`src/sv/tmtw_pkg.sv`:
```
`timescale 1ns / 1ps
`default_nettype none
// ----------------------------------------------------------------------------
// tmtw_pkg
// Shared codes, field widths and controller/datapath interface types for the
// text-mode terminal writer.
// ----------------------------------------------------------------------------
package tmtw_pkg;

  // field widths
  localparam int CMD_W      = 2;
  localparam int CHAR_W     = 8;
  localparam int RCOL_W     = 7;
  localparam int RROW_W     = 5;
  localparam int OCOL_W     = 7;
  localparam int OROW_W     = 5;
  localparam int COLOR_W    = 4;
  localparam int ATTR_W     = 8;
  localparam int CELL_W     = 16;
  localparam int CFG_IDX_W  = 1;
  localparam int CFG_DATA_W = 4;

  // command codes
  localparam logic [CMD_W-1:0] CMD_PUT   = 2'd0;
  localparam logic [CMD_W-1:0] CMD_CLEAR = 2'd1;
  localparam logic [CMD_W-1:0] CMD_READ  = 2'd2;

  // configuration register indexes
  localparam logic [CFG_IDX_W-1:0] REG_FOREGROUND = 1'd0;
  localparam logic [CFG_IDX_W-1:0] REG_BACKGROUND = 1'd1;

  // character codes
  localparam logic [CHAR_W-1:0] CH_BACKSPACE = 8'd8;
  localparam logic [CHAR_W-1:0] CH_TAB       = 8'd9;
  localparam logic [CHAR_W-1:0] CH_NEWLINE   = 8'd10;
  localparam logic [CHAR_W-1:0] CH_RETURN    = 8'd13;
  localparam logic [CHAR_W-1:0] CH_BLANK     = 8'h20;

  localparam logic [ATTR_W-1:0] RESET_ATTR = 8'h0F;

  // controller to datapath
  typedef struct packed {
    logic take_in;
    logic exec;
    logic copy_step;
    logic fill_step;
    logic fill_init;
    logic load_out;
  } ctl_cmd_t;

  // datapath to controller
  typedef struct packed {
    logic op_clear;
    logic op_scroll;
    logic copy_end;
    logic fill_end;
    logic out_free;
  } dp_status_t;

endpackage

`default_nettype wire

```
`src/sv/tmtw_ctrl.sv`:
```
`timescale 1ns / 1ps
`default_nettype none
// ----------------------------------------------------------------------------
// tmtw_ctrl
// Sequencer for the terminal writer: reset fill, command execution, scroll
// copy, fill sweeps and result hand-off.
// ----------------------------------------------------------------------------
module tmtw_ctrl (
  input  wire logic                  clk,
  input  wire logic                  rst,
  input  wire logic                  in_valid,
  output logic                       in_ready,
  input  wire tmtw_pkg::dp_status_t  sts,
  output tmtw_pkg::ctl_cmd_t         ctl
);

  typedef enum logic [5:0] {
    ST_INIT = 6'b000001,
    ST_IDLE = 6'b000010,
    ST_EXEC = 6'b000100,
    ST_COPY = 6'b001000,
    ST_FILL = 6'b010000,
    ST_DONE = 6'b100000
  } state_t;

  state_t state;
  state_t state_next;

  always_ff @(posedge clk) begin
    if (rst) begin
      state <= ST_INIT;
    end else begin
      state <= state_next;
    end
  end

  always_comb begin
    state_next = state;
    in_ready   = 1'b0;
    ctl        = '0;
    unique case (state)
      ST_INIT: begin
        ctl.fill_step = 1'b1;
        ctl.fill_init = 1'b1;
        if (sts.fill_end) begin
          state_next = ST_IDLE;
        end
      end
      ST_IDLE: begin
        in_ready = 1'b1;
        if (in_valid) begin
          ctl.take_in = 1'b1;
          state_next  = ST_EXEC;
        end
      end
      ST_EXEC: begin
        ctl.exec = 1'b1;
        priority if (sts.op_clear) begin
          state_next = ST_FILL;
        end else if (sts.op_scroll) begin
          state_next = ST_COPY;
        end else begin
          state_next = ST_DONE;
        end
      end
      ST_COPY: begin
        ctl.copy_step = 1'b1;
        if (sts.copy_end) begin
          state_next = ST_FILL;
        end
      end
      ST_FILL: begin
        ctl.fill_step = 1'b1;
        if (sts.fill_end) begin
          state_next = ST_DONE;
        end
      end
      ST_DONE: begin
        // result goes out and the next beat may come in on the same edge
        if (sts.out_free) begin
          ctl.load_out = 1'b1;
          in_ready     = 1'b1;
          if (in_valid) begin
            ctl.take_in = 1'b1;
            state_next  = ST_EXEC;
          end else begin
            state_next = ST_IDLE;
          end
        end
      end
      default: begin
        state_next = ST_INIT;
      end
    endcase
  end

endmodule

`default_nettype wire

```
`config.mk`:
```
export PLATFORM = sky130hd
export DESIGN_NAME = tmtw_ctrl
export DESIGN_NICKNAME = d
export VERILOG_FILES = /design/src/sv/tmtw_pkg.sv /design/src/sv/tmtw_ctrl.sv
export SDC_FILE = /design/constraint.sdc
export NUM_CORES = 1
export LEC_CHECK = 0
export BUFFER_PORTS_ARGS = -buffer_cell sky130_fd_sc_hd__buf_2
export CAP_MARGIN = 20
export CELL_PAD_IN_SITES_DETAIL_PLACEMENT = 1
export CELL_PAD_IN_SITES_GLOBAL_PLACEMENT = 1
export CORE_MARGIN = 3
export CORE_UTILIZATION = 32
export CTS_BUF_LIST = sky130_fd_sc_hd__clkbuf_8
export CTS_CLUSTER_DIAMETER = 50
export DETAILED_ROUTE_END_ITERATION = 16
export GPL_TIMING_DRIVEN = 0
export PLACE_DENSITY = 0.79
export SLEW_MARGIN = 10
export SYNTH_ARGS = -nofsm -noshare
export SYNTH_HDL_FRONTEND = slang
export SYNTH_SLANG_ARGS = --single-unit
```
`constraint.sdc`:
```
create_clock -name clk -period 1.6 [get_ports clk]
set_clock_uncertainty 0.05 [all_clocks]
set_input_delay 0.32 -clock clk [delete_from_list [all_inputs] [get_ports clk]]
set_output_delay 0.32 -clock clk [all_outputs]
set_load 0.02 [all_outputs]
```
# Word-level counts from Yosys, hierarchy flattened
# Cells that the tools add are included.
# word_totals
out_inout_bits	7
ff_bits	6
inputBits	8
word_cells	33
# op_classes
n_mux	19
reduce_logical	2
eq_ne	11
# op_table
operator	count
2-to-1 mux 6 bit	7
case mux 6 bit (6 select lines)	1
!= test 2 bit, second input constant	5
2-to-1 mux 1 bit	8
== test 6 x 1 -> 1 bit, second input constant	1
== test 6 x 2 -> 1 bit, second input constant	1
== test 6 x 3 -> 1 bit, second input constant	1
== test 6 x 4 -> 1 bit, second input constant	1
== test 6 x 5 -> 1 bit, second input constant	1
== test 6 bit, second input constant	1
AND reduction 5 bit	1
case mux 1 bit (2 select lines)	2
2-to-1 mux 3 bit	1
OR reduction 2 bit	1

# Logic depth before layout (Yosys ltp)
# logic_depth
ltp_word	3
depth_mapped	5

# Worst setup path before layout
# Ideal clock, no wire load.
# synth_path
path_kind	flip-flop to flip-flop
from	reg state[4]
to	reg state[4]
n_path_buf	0
required_ns	1.455
setup_time_ns	0.095
arrival_ns	1.873
path_stages_with_launch	5
slack_ns	-0.419
path_cell_list	dfxtp_1 > or4b_4 > nor3_1 > o2111ai_1 > a221oi_1
# synth_between
elab_chain_len	3
word_cells_on_any_way	13
classes_between	eq/ne (11); mux (1); reduce/logical (1)
# synth_rtl
item	line_no	source
from (decl)	tmtw_ctrl.sv:26	state_t state;
from (signal assigned)	tmtw_ctrl.sv:33	state <= state_next;
== test 6 x 4 -> 1 bit (tied with other cells)	tmtw_ctrl.sv:41	unique case (state)
!= test 2 bit (no source line)	--	
AND reduction 5 bit (no source line)	--	
# Several ways; a longest one is shown, not always the timed one.
# A chain may end at the register's enable or synchronous reset.

==> impl_metrics.json <==
{
  "synth.cell_area_sq_um": 440,
  "timing.hold.ws_ps": 319,
  "slew_headroom": 0.725,
  "core-area_sq_um": 1200,
  "place_hpwl_um": 998,
  "grt_use_met3": 0.0593,
  "syn2layout_area_growth_pct": 107,
  "grt_pass1_vias": 637,
  "tritoncts": "built",
  "internal_power_uw": 616,
  "drc": 0,
  "status": "finished, violations left",
  "swShare": 0.393,
  "gp_congestion": 0.747,
  "synth_enable_flop_cells": 0,
  "tightest_slew_ps": 408,
  "port_buffers": 14,
  "failed_checks": "setup timing",
  "ys_warn_count": 0,
  "first_pass_iters": 4,
  "worstPathMaxFanout": 4,
  "fp.dieArea_sq_um": 1860,
  "busiest_layer": "met2",
  "fin_crit_sh": 1.23,
  "power.switching_uw": 400,
  "final_common_cell": "buf_4",
  "worstHoldPathCells": 2,
  "num_rows": 12,
  "clock_sinks": 6,
  "viasPerCell": 6.42,
  "rsz0062_at_grt": "yes",
  "synthFlopType": "dfxtp_1",
  "mostFrequentLayoutCells": "12 x buf_4, 11 x buf_6, 7 x buf_2",
  "ff2ff_setup_slack_ps": -350,
  "top_register": "state",
  "h-tree-depth": 1,
  "routed-via-count": 642,
  "fp.dieW_um": 43.1,
  "reg_top3": "state: 6 flops",
  "drtIter0Drc": 18,
  "async_flop_share": 0,
  "antenna_found_initial": 0,
  "drv_cap": 0,
  "cts_inserted_buffers": 3,
  "grt_max_degree": 9,
  "fin_ws_ps": -362,
  "maxClockFrequency_mhz": 510,
  "cts.clk_slew.worst_paths_ps": 40,
  "drt-total-wl_mm": 2.45,
  "grt-ovfl-total": 0,
  "worstReg2RegEnd": "state[1]$_SDFFE_PP0P_",
  "timing.rr.start": "state[0]$_SDFFE_PP1P_",
  "cts-root-buf": "clkbuf_8",
  "insertion_delay_ps": 230,
  "hp-class": "input port to register",
  "grt_usage": 0.226,
  "cts_hold_buf": 0,
  "post_drt_wl_per_cell_um": 24.5,
  "p_seq_frac": 0.206,
  "cp.required_ps": 1230,
  "setup_viol": 12,
  "maxSlewViolCount": 0,
  "peakVddDrop_mv": 0.763,
  "start_kind": "register",
  "leakage_nw": 0.366,
  "ys_seq_elements": 6,
  "initial_core_util": 0.367,
  "io_pins": 15,
  "num_antenna_cells": 0,
  "clockBufferDepth": 2,
  "synthCells": 53,
  "path_class": "register to primary output",
  "largest_reg_flops": 6,
  "arrival_ps": 1590,
  "final_nets": 96,
  "met2_usage": 0.357,
  "final_layout_size_suffix_gt1_frac": 0.756,
  "yosysUniqueCellTypes": 31,
  "reg2reg_depth": 5,
  "worst_setup_path_end_kind": "primary output",
  "power.density_nw_per_um2": 1110,
  "syn-num-nets": 61,
  "final_hold_viol_count": 0,
  "hp-start": "rst",
  "ant_nets": 0,
  "min_to": "state[3]$_SDFFE_PP0P_",
  "yosysSeqAreaShare": 0.273,
  "dieHeight_um": 43.1,
  "grt_util_met1": 0.283,
  "comb_power_share": 0.557,
  "p_clk_frac": 0.237,
  "grt_pass1_wl_mm": 3.13,
  "syn_area_per_cell_sq_um": 8.31,
  "fin_crit_ps": 1960,
  "power.total_mw": 1.02
}
==> what timing repair did <==
item	in CTS	in global routing
pin swaps	10	8
setup endpoints to repair	12	12
gates cloned	0	0
gates resized for setup	35	13
setup buffers	15	2
==> cell families after synthesis <==
kind of cell | synth area share
buffers and inverters | 0.0426
AND/OR/NAND/NOR | 0.415
flip-flops | 0.273
XOR/XNOR | 0.0199
AO/OA/AOI/OAI | 0.250
==> power by group through the flow <==
stage | Combinational [mW] | Clock (mW) | Sequential [mW]
2_1_floorplan | 0.221 | 0 | 0.207
3_3_place_gp | 0.284 | 0 | 0.220
3_5_place_dp | 0.291 | 0 | 0.220
4_1_cts | 0.464 | 0.241 | 0.207
5_1_grt | 0.595 | 0.247 | 0.211
6_report | 0.566 | 0.241 | 0.209
==> worst max path at each step <==
stage | from | endpoint | slack, ps | cells after the start
after global routing | state[0]$_SDFFE_PP1P_ | ctl[5] | -440 | 5
final | state[0]$_SDFFE_PP1P_ | ctl[5] | -360 | 5
after global placement | state[1]$_SDFFE_PP0P_ | state[1]$_SDFFE_PP0P_ | -210 | 4
after CTS | state[3]$_SDFFE_PP0P_ | ctl[5] | -290 | 5
after detailed placement | state[4]$_SDFFE_PP0P_ | state[4]$_SDFFE_PP0P_ | -220 | 4
after floorplan | state[1]$_SDFFE_PP0P_ | state[0]$_SDFFE_PP1P_ | -120 | 3
==> metrics by stage <==
step | util | setup TNS [ps] | instances | worst slack, ps | instance area [sq um]
after floorplan | - | -529 | 53 | -117 | 487
after global placement | 0.478 | -1370 | 81 | -214 | 574
after detailed placement | 0.478 | -1430 | 81 | -216 | 574
after CTS | 0.694 | -2170 | 98 | -294 | 833
after global routing | 0.760 | -3940 | 100 | -441 | 913
final | 0.760 | -3270 | 100 | -362 | 913
==> area by class of cell <==
cell class	count	area, sq um
fillers	110	288
multi-input cells	42	444
repair buffers	30	249
inverters	5	21.3
clock buffers	3	41.3
well taps	14	17.5
flip-flops and latches	6	140
==> layer usage <==
layer	up-vias	part of all wire	wire length, um
met4	0	0.033	81
met5	-	0	0
met3	8	0.051	124
met1	318	0.42	1030
met2	36	0.49	1210
li1	280	-	-
==> critical path, cell delays in order, from the launching register on <==
cell     delay (ps)
dfxtp_4         360
nor4_4          410
and3_4          270
a21o_4           90
and2_4          130
buf_6           110
==> synthesized netlist by cell type (2+ instances only) <==
library cell,n,share of area
nand3_1,3,0.034
dfxtp_1,6,0.27
nor2b_1,3,0.043
inv_1,5,0.043
or4_1,3,0.051
nor4_1,3,0.043
a221oi_1,2,0.040
nand2b_1,2,0.028
nor2_1,2,0.017
nor3_1,3,0.034
(Power assumes the default switching activity.)
